`src/sv/lprs_pkg.sv`:
```
// Package for the LED panel refresh scheduler: payload types, action codes,
// frame constants and the key and backlight frame tables. No dependencies.
package lprs_pkg;

    localparam int PANEL_SLOTS      = 8;
    localparam int SLOT_W           = (PANEL_SLOTS > 1) ? $clog2(PANEL_SLOTS) : 1;
    localparam int FRAME_BYTES      = 8;
    localparam int ROM_ROWS         = 33;
    localparam int ROW_W            = 6;
    localparam int BACKLIGHT_FRAMES = 6;

    localparam logic [2:0] KEY_MASK       = 3'h7;
    localparam logic [7:0] FRAME_START    = 8'h7E;
    localparam logic [7:0] FRAME_LEN_CODE = 8'h02;
    localparam logic [7:0] CMD_KEYS       = 8'hC1;
    localparam logic [7:0] CMD_BACKLIGHT  = 8'h41;
    localparam logic [7:0] INTERVAL_RESET = 8'h02;

    localparam logic [2:0] ACT_SET_KEY   = 3'd0;
    localparam logic [2:0] ACT_REFRESH   = 3'd1;
    localparam logic [2:0] ACT_BACKLIGHT = 3'd2;
    localparam logic [2:0] ACT_TICK      = 3'd3;
    localparam logic [2:0] ACT_PROCESS   = 3'd4;
    localparam logic [2:0] ACT_STATUS    = 3'd5;

    localparam logic [1:0] REG_SEND_INTERVAL = 2'd0;

    typedef struct packed {
        logic [2:0] action;
        logic [7:0] panel_address;
        logic [7:0] key_number;
        logic       key_on;
        logic       rx_busy;
    } t_in;

    typedef struct packed {
        logic       out_kind;
        logic [7:0] tx_byte;
        logic       last;
        logic       has_pending;
    } t_out;

    // Key frame table row: address, state, checksum.
    typedef struct packed {
        logic [7:0] addr;
        logic [2:0] state;
        logic [7:0] chk;
    } t_rom_row;

    function automatic t_rom_row key_rom(input logic [ROW_W-1:0] r);
        t_rom_row v;
        v = '{8'h00, 3'd0, 8'h00};
        case (r)
            6'd0:  v = '{8'h01, 3'd1, 8'h44};
            6'd1:  v = '{8'h07, 3'd0, 8'h46};
            6'd2:  v = '{8'h07, 3'd1, 8'h4E};
            6'd3:  v = '{8'h07, 3'd2, 8'hE0};
            6'd4:  v = '{8'h07, 3'd3, 8'h46};
            6'd5:  v = '{8'h0D, 3'd0, 8'h60};
            6'd6:  v = '{8'h0D, 3'd1, 8'h08};
            6'd7:  v = '{8'h0D, 3'd2, 8'h6A};
            6'd8:  v = '{8'h0D, 3'd3, 8'h80};
            6'd9:  v = '{8'h0D, 3'd4, 8'h66};
            6'd10: v = '{8'h0D, 3'd5, 8'h06};
            6'd11: v = '{8'h0E, 3'd0, 8'h68};
            6'd12: v = '{8'h0E, 3'd1, 8'h6A};
            6'd13: v = '{8'h0E, 3'd2, 8'h60};
            6'd14: v = '{8'h0E, 3'd3, 8'hE6};
            6'd15: v = '{8'h0E, 3'd4, 8'hE6};
            6'd16: v = '{8'h0E, 3'd5, 8'hEE};
            6'd17: v = '{8'h0E, 3'd6, 8'hE4};
            6'd18: v = '{8'h0E, 3'd7, 8'h64};
            6'd19: v = '{8'h0F, 3'd0, 8'h6A};
            6'd20: v = '{8'h0F, 3'd1, 8'hE0};
            6'd21: v = '{8'h0F, 3'd2, 8'hE6};
            6'd22: v = '{8'h0F, 3'd3, 8'hE6};
            6'd23: v = '{8'h0F, 3'd4, 8'hEE};
            6'd24: v = '{8'h0F, 3'd5, 8'hE4};
            6'd25: v = '{8'h0F, 3'd6, 8'hE4};
            6'd26: v = '{8'h0F, 3'd7, 8'hEA};
            6'd27: v = '{8'h11, 3'd1, 8'h86};
            6'd28: v = '{8'h11, 3'd0, 8'h06};
            6'd29: v = '{8'h12, 3'd2, 8'hE4};
            6'd30: v = '{8'h12, 3'd3, 8'hA4};
            6'd31: v = '{8'h12, 3'd0, 8'h46};
            6'd32: v = '{8'h12, 3'd1, 8'h6E};
            default: v = '{8'h00, 3'd0, 8'h00};
        endcase
        return v;
    endfunction

    // Backlight-off frame: address, data, checksum.
    typedef struct packed {
        logic [7:0] addr;
        logic [7:0] data;
        logic [7:0] chk;
    } t_bl_row;

    function automatic t_bl_row backlight_rom(input logic [2:0] s);
        t_bl_row v;
        v = '{8'h07, 8'h01, 8'h4E};
        case (s)
            3'd1: v = '{8'h0D, 8'h00, 8'hEA};
            3'd2: v = '{8'h0E, 8'h00, 8'hEA};
            3'd3: v = '{8'h0F, 8'h00, 8'hAE};
            3'd4: v = '{8'h11, 8'h01, 8'hAE};
            3'd5: v = '{8'h12, 8'h02, 8'hE4};
            default: v = '{8'h07, 8'h01, 8'h4E};
        endcase
        return v;
    endfunction

    // Frame description handed from the sequencer to the byte emitter.
    typedef struct packed {
        logic [7:0] addr;
        logic [7:0] cmd;
        logic [7:0] data;
        logic [7:0] chk;
        logic       pend;
    } t_frame;

endpackage

```
`src/sv/lprs_tx.sv`:
```
// Frame byte emitter: serializes one eight-byte frame; each byte is decoded from the registered frame and byte index.
// Depends on lprs_pkg.
module lprs_tx (
    input  logic            i_clk,
    input  logic            i_rst_n,
    input  logic            i_start,
    input  lprs_pkg::t_frame i_frame,
    output logic            o_busy,
    output logic            o_valid,
    input  logic            i_ready,
    output lprs_pkg::t_out  o_data
);
    logic             r_busy, n_busy;
    logic [2:0]       r_idx, n_idx;
    lprs_pkg::t_frame r_frame;
    logic [7:0]       w_byte;

    always_comb begin
        case (r_idx)
            3'd0: w_byte = lprs_pkg::FRAME_START;
            3'd1: w_byte = lprs_pkg::FRAME_LEN_CODE;
            3'd2: w_byte = r_frame.addr;
            3'd3: w_byte = r_frame.cmd;
            3'd4: w_byte = r_frame.data;
            3'd7: w_byte = r_frame.chk;
            default: w_byte = 8'h00;
        endcase
    end

    always_comb begin
        n_busy = r_busy;
        n_idx  = r_idx;
        if (i_start) begin
            n_busy = 1'b1;
            n_idx  = 3'd0;
        end else if (r_busy && i_ready) begin
            n_idx = r_idx + 3'd1;
            if (r_idx == 3'(lprs_pkg::FRAME_BYTES - 1)) begin
                n_busy = 1'b0;
            end
        end
    end

    always_ff @(posedge i_clk) begin
        if (!i_rst_n) begin
            r_busy <= 1'b0;
            r_idx  <= 3'd0;
        end else begin
            r_busy <= n_busy;
            r_idx  <= n_idx;
        end
        if (i_start) begin
            r_frame <= i_frame;
        end
    end

    assign o_busy  = r_busy;
    assign o_valid = r_busy;
    assign o_data  = '{1'b0, w_byte, r_idx == 3'(lprs_pkg::FRAME_BYTES - 1), r_frame.pend};
endmodule

```
`src/sv/led_panel_refresh_scheduler.sv`:
```
// LED panel refresh scheduler top level: slot table, scan and table-search
// sequencer, configuration port. Depends on lprs_pkg and lprs_tx.
// Set key compares one slot per cycle, then updates the table. Process scans
// one slot per cycle, then searches the 33-row key table one row per cycle (or
// takes the next backlight frame), then emits eight bytes, one per cycle while the receiver is ready.
// One request is worked at a time.
// Reset is synchronous; the slot table and control state are cleared at once, no clearing pass.
module led_panel_refresh_scheduler (
    input  logic            i_clk,
    input  logic            i_rst_n,
    input  logic            i_valid,
    output logic            o_ready,
    input  lprs_pkg::t_in   i_data,
    output logic            o_valid,
    input  logic            i_ready,
    output lprs_pkg::t_out  o_data,
    input  logic            psel,
    input  logic            penable,
    input  logic            pwrite,
    input  logic [1:0]      paddr,
    input  logic [31:0]     pwdata,
    output logic [31:0]     prdata,
    output logic            pready
);
    localparam int N = lprs_pkg::PANEL_SLOTS;
    localparam int SW = lprs_pkg::SLOT_W;
    localparam logic [2:0] ST_IDLE  = 3'd0;
    localparam logic [2:0] ST_KEY   = 3'd1;
    localparam logic [2:0] ST_SCAN  = 3'd2;
    localparam logic [2:0] ST_ROM   = 3'd3;
    localparam logic [2:0] ST_STAT  = 3'd4;
    localparam logic [2:0] ST_TX    = 3'd5;
    localparam logic [2:0] ST_PEND  = 3'd6;

    logic [7:0] r_addr [N];
    logic [2:0] r_want [N];
    logic [2:0] r_sent [N];
    logic [N-1:0] r_pend;
    logic [7:0] r_interval, r_cool;
    logic [SW-1:0] r_next;
    logic       r_bl_armed;
    logic [2:0] r_bl_step;

    logic [2:0]    r_state;
    lprs_pkg::t_in r_req;
    logic [5:0]    r_cnt;      // slot offset or table row
    logic [SW-1:0] r_slot;
    logic          r_found, r_free_ok;
    logic [SW-1:0] r_free;
    logic          r_stat_valid, r_stat_hp;
    logic          r_after;    // final has_pending latched for the frame

    logic             tx_start, tx_busy, tx_valid;
    lprs_pkg::t_frame tx_frame;
    lprs_pkg::t_out   tx_data;

    logic [N-1:0] w_live;
    logic         w_any;
    always_comb begin
        for (int i = 0; i < N; i++) begin
            w_live[i] = (r_addr[i] != 8'h00) && r_pend[i];
        end
        w_any = r_bl_armed || (|w_live);
    end

    logic [SW-1:0] w_idx;
    logic          w_key_ok;
    logic [2:0]    w_mask;
    lprs_pkg::t_rom_row w_row;
    logic [2:0]    w_nw;
    assign w_idx = SW'((32'(r_next) + 32'(r_cnt)) % N);
    assign w_key_ok = (r_req.key_number >= 8'd1) && (r_req.key_number <= 8'd6)
                      && (r_req.panel_address != 8'h00);
    assign w_mask = (r_req.key_number <= 8'd3) ? 3'(3'd1 << (r_req.key_number[1:0] - 2'd1))
                                               : 3'd0;
    assign w_row = lprs_pkg::key_rom(r_cnt);
    always_comb begin
        logic [2:0] b;
        b = r_found ? r_want[r_slot] : 3'd0;
        w_nw = (r_req.key_on ? (b | w_mask) : (b & ~w_mask)) & lprs_pkg::KEY_MASK;
    end

    assign tx_start = 1'b0 || ((r_state == ST_ROM) && (r_cnt < 6'(lprs_pkg::ROM_ROWS))
                       && (w_row.addr == r_addr[r_slot]) && (w_row.state == r_want[r_slot]))
                      || ((r_state == ST_SCAN) && (r_cnt == 6'(N)) && r_bl_armed);
    always_comb begin
        lprs_pkg::t_bl_row bl;
        bl = lprs_pkg::backlight_rom(r_bl_step);
        if (r_state == ST_ROM) begin
            tx_frame = '{w_row.addr, lprs_pkg::CMD_KEYS, {5'd0, w_row.state}, w_row.chk, 1'b0};
        end else begin
            tx_frame = '{bl.addr, lprs_pkg::CMD_BACKLIGHT, bl.data, bl.chk, 1'b0};
        end
    end

    // The frame goes to the emitter as built; has_pending is taken from r_after at the output.
    lprs_pkg::t_frame w_frame_q;
    always_comb begin
        w_frame_q = tx_frame;
    end

    lprs_tx u_tx (
        .i_clk   (i_clk),
        .i_rst_n (i_rst_n),
        .i_start (tx_start),
        .i_frame (w_frame_q),
        .o_busy  (tx_busy),
        .o_valid (tx_valid),
        .i_ready (i_ready && (r_state == ST_TX)),
        .o_data  (tx_data)
    );

    assign o_ready = (r_state == ST_IDLE);
    always_comb begin
        if (r_state == ST_STAT) begin
            o_valid = r_stat_valid;
            o_data  = '{1'b1, 8'h00, 1'b1, r_stat_hp};
        end else begin
            o_valid = tx_valid && (r_state == ST_TX);
            o_data  = '{tx_data.out_kind, tx_data.tx_byte, tx_data.last, r_after};
        end
    end

    assign pready = 1'b1;
    assign prdata = (paddr == lprs_pkg::REG_SEND_INTERVAL) ? {24'h0, r_interval} : 32'h0;

    always_ff @(posedge i_clk) begin
        if (!i_rst_n) begin
            r_state <= ST_IDLE;
            r_pend <= '0;
            r_interval <= lprs_pkg::INTERVAL_RESET;
            r_cool <= 8'h00;
            r_next <= '0;
            r_bl_armed <= 1'b0;
            r_bl_step <= 3'd0;
            r_stat_valid <= 1'b0;
            for (int i = 0; i < N; i++) begin
                r_addr[i] <= 8'h00;
                r_want[i] <= 3'd0;
                r_sent[i] <= 3'd0;
            end
        end else begin
            if (psel && penable && pwrite && (paddr == lprs_pkg::REG_SEND_INTERVAL)
                && (pwdata[7:0] != 8'h00)) begin
                r_interval <= pwdata[7:0];
            end
            unique case (r_state)
                ST_IDLE: begin
                    if (i_valid) begin
                        r_req <= i_data;
                        r_cnt <= 6'd0;
                        r_found <= 1'b0;
                        r_free_ok <= 1'b0;
                        case (i_data.action)
                            lprs_pkg::ACT_SET_KEY: r_state <= ST_KEY;
                            lprs_pkg::ACT_REFRESH: begin
                                for (int i = 0; i < N; i++) begin
                                    if (r_addr[i] != 8'h00) r_pend[i] <= 1'b1;
                                end
                            end
                            lprs_pkg::ACT_BACKLIGHT: begin
                                r_bl_armed <= 1'b1;
                                r_bl_step <= 3'd0;
                            end
                            lprs_pkg::ACT_TICK: begin
                                if (r_cool != 8'h00) r_cool <= r_cool - 8'd1;
                            end
                            lprs_pkg::ACT_PROCESS: begin
                                if (r_cool == 8'h00 && !i_data.rx_busy) r_state <= ST_SCAN;
                            end
                            lprs_pkg::ACT_STATUS: begin
                                r_state <= ST_STAT;
                                r_stat_valid <= 1'b1;
                                r_stat_hp <= w_any;
                            end
                            default: ;
                        endcase
                    end
                end
                ST_KEY: begin
                    // One slot compared per cycle; the final cycle updates.
                    if (!w_key_ok) begin
                        r_state <= ST_IDLE;
                    end else if (r_cnt < 6'(N) && !r_found) begin
                        if (r_addr[SW'(r_cnt)] == r_req.panel_address) begin
                            r_found <= 1'b1;
                            r_slot <= SW'(r_cnt);
                        end else begin
                            if (!r_free_ok && r_addr[SW'(r_cnt)] == 8'h00) begin
                                r_free_ok <= 1'b1;
                                r_free <= SW'(r_cnt);
                            end
                            r_cnt <= r_cnt + 6'd1;
                        end
                    end else begin
                        r_state <= ST_IDLE;
                        if (r_found) begin
                            r_want[r_slot] <= w_nw;
                            if (w_nw != r_sent[r_slot]) r_pend[r_slot] <= 1'b1;
                        end else if (r_free_ok) begin
                            r_addr[r_free] <= r_req.panel_address;
                            r_sent[r_free] <= 3'd0;
                            r_want[r_free] <= w_nw;
                            r_pend[r_free] <= (w_nw != 3'd0);
                        end
                    end
                end
                ST_SCAN: begin
                    if (r_cnt < 6'(N)) begin
                        if (w_live[w_idx]) begin
                            r_slot <= w_idx;
                            r_pend[w_idx] <= 1'b0;
                            r_sent[w_idx] <= r_want[w_idx];
                            r_cnt <= 6'd0;
                            r_state <= ST_ROM;
                        end else begin
                            r_cnt <= r_cnt + 6'd1;
                        end
                    end else if (r_bl_armed) begin
                        if (r_bl_step >= 3'(lprs_pkg::BACKLIGHT_FRAMES - 1)) begin
                            r_bl_armed <= 1'b0;
                            r_bl_step <= 3'd0;
                        end else begin
                            r_bl_step <= r_bl_step + 3'd1;
                        end
                        r_cool <= r_interval;
                        r_state <= ST_PEND;
                    end else begin
                        r_state <= ST_IDLE;
                    end
                end
                ST_ROM: begin
                    // Table searched one row per cycle.
                    if (tx_start) begin
                        r_next <= SW'((32'(r_slot) + 1) % N);
                        r_cool <= r_interval;
                        r_state <= ST_PEND;
                    end else if (r_cnt >= 6'(lprs_pkg::ROM_ROWS - 1)) begin
                        r_state <= ST_IDLE;
                    end else begin
                        r_cnt <= r_cnt + 6'd1;
                    end
                end
                ST_PEND: begin
                    r_after <= w_any;
                    r_state <= ST_TX;
                end
                ST_TX: begin
                    if (!tx_busy) r_state <= ST_IDLE;
                end
                ST_STAT: begin
                    if (i_ready) begin
                        r_stat_valid <= 1'b0;
                        r_state <= ST_IDLE;
                    end
                end
                default: r_state <= ST_IDLE;
            endcase
        end
    end

    a_ready_idle: assert property (@(posedge i_clk) disable iff (!i_rst_n)
        o_valid |-> !o_ready) else $error("accepting while a result is shown");
    a_cool_load: assert property (@(posedge i_clk) disable iff (!i_rst_n)
        (tx_start && r_state == ST_ROM) |=> r_cool == r_interval)
        else $error("cooldown not reloaded after a frame");
    a_interval_nz: assert property (@(posedge i_clk) disable iff (!i_rst_n)
        r_interval != 8'h00) else $error("send interval became zero");
endmodule

```
`config.mk`:
```
export PLATFORM = sky130hd
export DESIGN_NAME = led_panel_refresh_scheduler
export DESIGN_NICKNAME = d
export VERILOG_FILES = /design/src/sv/lprs_pkg.sv /design/src/sv/lprs_tx.sv /design/src/sv/led_panel_refresh_scheduler.sv
export SDC_FILE = /design/constraint.sdc
export NUM_CORES = 1
export LEC_CHECK = 0
export BUFFER_PORTS_ARGS = -buffer_cell sky130_fd_sc_hd__buf_2
export CORE_MARGIN = 2
export CORE_UTILIZATION = 30
export CTS_BUF_LIST = sky130_fd_sc_hd__clkbuf_16
export DETAILED_ROUTE_END_ITERATION = 16
export GPL_TIMING_DRIVEN = 0
export SETUP_SLACK_MARGIN = 0.3
export SYNTH_ARGS = -nofsm -noshare
export SYNTH_HDL_FRONTEND = slang
export SYNTH_SLANG_ARGS = --single-unit
```
`constraint.sdc`:
```
create_clock -name i_clk -period 11.81 [get_ports i_clk]
set_clock_uncertainty 0.2 [all_clocks]
set_input_delay 1.181 -clock i_clk [delete_from_list [all_inputs] [get_ports i_clk]]
set_output_delay 1.181 -clock i_clk [all_outputs]
set_load 0.02 [all_outputs]
```
==> flow_summary.json <==
{
  "status": "complete, no violations",
  "r2r-end": "w_row[3]$_DFF_P_",
  "hold_start": "r_stat_valid$_SDFFE_PN0P_",
  "final_cell_mix": "160 x edfxtp_1, 134 x nor2_1, 104 x nand2_1",
  "cts_buffer_depth": 3,
  "portBuffers": 58,
  "ys_seq_area_share_pct": 45.9,
  "grt.total_usage_pct": 17.6,
  "tns_ns": 0,
  "clk_latency_ns": 0.55,
  "synthArstFlopShare_pct": 0,
  "ys_dominant_reg_cell": "edfxtp_1",
  "final_nets": 1495,
  "viasPerCell": 5.36,
  "critPathLaunchType": "flop",
  "cts-resized-gates": 0,
  "clock-sinks": 219,
  "critPathCaptureType": "flop",
  "cts_max_level": 1,
  "r2r_slack_ns": 5.56,
  "cp_max_fo": 10,
  "tightest_slew_ns": 1.31,
  "cts_made_buffers": 25,
  "die_area_mm2": 0.0452,
  "worstSetupPathType": "flop to flop",
  "period_share_pct": 52.9,
  "hold_class": "flop to flop",
  "grt-ovfl-total": 0,
  "whs_endpoint": "r_stat_valid$_SDFFE_PN0P_",
  "wl_um": 40000,
  "dp_hpwl_um": 30300,
  "crit_required_ns": 12.01,
  "setup_viol": 0,
  "dr_total_vias": 10800,
  "cts_root_buf": "clkbuf_16",
  "grt_pass1_wl_um": 60700,
  "synth_edf_count": 160,
  "synth.avg_cell_area_um2": 10.0,
  "holdPathStages": 2,
  "grt_pass1_vias": 10300,
  "layout-drive-gt1-share_pct": 14.6,
  "drtIter0Drc": 1107,
  "fill_cells": 4384,
  "hold_violations": 0,
  "fmax_mhz": 160,
  "synth_cell_type_count": 78,
  "die_height_um": 213,
  "slew_headroom_pct": 11.9,
  "cts_tree": "done",
  "ir_worst_vdd_mv": 0.115,
  "gp_congestion": 0.924,
  "p_per_area_mw_per_mm2": 205,
  "rsz0062_at_grt": "no",
  "syn_area_mm2": 0.0131,
  "drc_errors": 0,
  "clk_pin_slew_worst_paths_ns": 0.06,
  "maxCapViolations": 0,
  "num_rows": 76,
  "postRouteAntennaNets": 0,
  "slew_viol_final": 0,
  "cts_hold_buf": 0,
  "routedWlPerCell_um": 19.9,
  "yosys_warnings": 0,
  "leakagePower_nw": 5.55,
  "ys_ff_latch": 219,
  "hold_slack_ns": 0.285,
  "mostFrequentLayoutCell": "edfxtp_1",
  "fp.dieW_um": 213,
  "worstRegToRegCells": 18,
  "antenna_found_initial": 1,
  "drtPass1Iterations": 5,
  "min_period_ns": 6.25,
  "post-cts-setup-buffers": 0,
  "io_pins": 108,
  "start_util_pct": 30.4,
  "core_mm2": 0.0430,
  "grt_max_degree": 19,
  "cp.arrival_ns": 6.45,
  "layout-area-overhead-vs-synth_pct": 14.6,
  "synthCells": 1299
}
report_power, final:
part           switching, W  total, W  internal, W
Clock              0.000322  0.000760     0.000438
Combinational      0.000822   0.00129     0.000472
Sequential        0.0000772   0.00101     0.000929
Total               0.00122   0.00306      0.00184
metal layers:
layer | global-route usage [%] | part of all wire [%] | up-vias
li1 | - | - | 4999
met1 | 24.4 | 45 | 5231
met2 | 26.7 | 44 | 455
met3 | 3.93 | 8.0 | 88
met4 | 6.20 | 3.5 | 2
met5 | 1.33 | 0.20 | -
stage by stage:
| stage | setup WS (ns) | power, W | instance area, µm² | utilization [%] | cells |
|---|---|---|---|---|---|
| after floorplan | 7.24 | 0.00192 | 13100 | - | 1322 |
| after global placement | 5.69 | 0.00228 | 14200 | 32.9 | 1965 |
| after detailed placement | 5.66 | 0.00229 | 14200 | 32.9 | 1965 |
| after global routing | 5.33 | 0.00322 | 15000 | 34.8 | 2010 |
| after CTS | 5.64 | 0.00305 | 14900 | 34.8 | 2010 |
| final | 5.56 | 0.00306 | 15000 | 34.8 | 2011 |
sequential cells by signal, indices dropped and copies added, names as in the netlist, 3 cells and up, named ones only:
signal        flops
r_addr           64
r_bl_step         3
r_cnt             6
r_cool            8
r_free            3
r_interval        8
r_next            3
r_pend            8
r_req            17
r_sent           24
r_slot            3
r_state           3
r_want           24
u_tx.r_frame     15
u_tx.r_idx        3
w_row            14
how the worst max path moves through the flow:
stage / startpoint / to / slack [ns] / cells after the start
2_1_floorplan: r_cnt[0]$_DFFE_PN_ / w_row[3]$_DFF_P_ / 7.24 / 18
3_3_place_gp: flop / w_row[3]$_DFF_P_ / 5.69 / 18
4_1_cts: flop / w_row[3]$_DFF_P_ / 5.64 / 18
5_1_grt: flop / w_row[3]$_DFF_P_ / 5.33 / 18
6_report: flop / w_row[3]$_DFF_P_ / 5.56 / 18
3_5_place_dp: flop / w_row[3]$_DFF_P_ / 5.66 / 18
critical path, cell delays in order (launching register included):
cell and delay [ns]:
dfxtp_1 0.56, buf_1 0.73, buf_2 0.48, mux4_2 0.36, mux2i_1 0.35, xor2_1 0.19
nand2_1 0.10, nor4_4 0.75, or2_1 0.20, buf_2 0.16, nor4_1 0.07, a21oi_1 0.56
inv_1 0.26, ha_1 0.38, inv_1 0.11, a21oi_1 0.06, a21oi_1 0.14, o211ai_1 0.11
a32o_1 0.31
synthesized netlist by cell type (all sizes together), types with 4 or more instances:
cell	number	share of area, %
xnor2	10	0.67
and3	33	1.6
nor2	136	3.9
a21boi	4	0.23
o31ai	11	0.63
nor2b	21	1.0
o211ai	15	0.86
clkbuf	59	1.7
nand2b	16	0.77
dfxtp	59	9.0
mux2	11	0.95
buf	50	2.4
o32ai	4	0.27
a21oi	82	3.1
o21ai	61	2.3
mux2i	50	3.8
edfxtp	160	37
o21a	5	0.29
nor3	30	1.2
a2111oi	6	0.40
and2	56	2.7
nand2	106	3.1
o22ai	5	0.24
nand4	8	0.38
a211o	4	0.27
nor4	27	1.4
or4	4	0.26
a22oi	14	0.81
mux4	37	6.4
a22o	6	0.40
or2	15	0.72
or3	9	0.43
a211oi	18	1.1
a311oi	7	0.47
o221ai	8	0.54
a21o	9	0.52
xor2	12	0.81
nand3	22	0.84
ha	25	2.4
a31oi	12	0.58
inv	35	1.0
final cells by class:
class,instances,area (µm²),area share [%]
clock buffers,26,651,4.35
clock inverters,19,130,0.870
well taps,585,732,4.89
diodes,1,2.50,0.0167
inverters,35,131,0.878
repair buffers,58,290,1.94
plain buffers,109,539,3.61
flip-flops and latches,219,5990,40.0
multi-input cells,959,6490,43.4
cells by family (layout without fill, tap and decap cells):
group / count (synthesis) / count (layout) / synth area share (%)
adders and majority gates: 26 / 26 / 2.55
AOI/OAI and AO/OA: 294 / 294 / 14.6
buffers and inverters: 144 / 247 / 5.14
muxes: 98 / 98 / 11.2
xor gates and xnor gates: 23 / 23 / 1.65
and+or+nand+nor: 493 / 493 / 18.9
other: 2 / 26 / 0.0575
DFF: 219 / 219 / 45.9
Note: power is estimated with default switching activity, not from simulation.
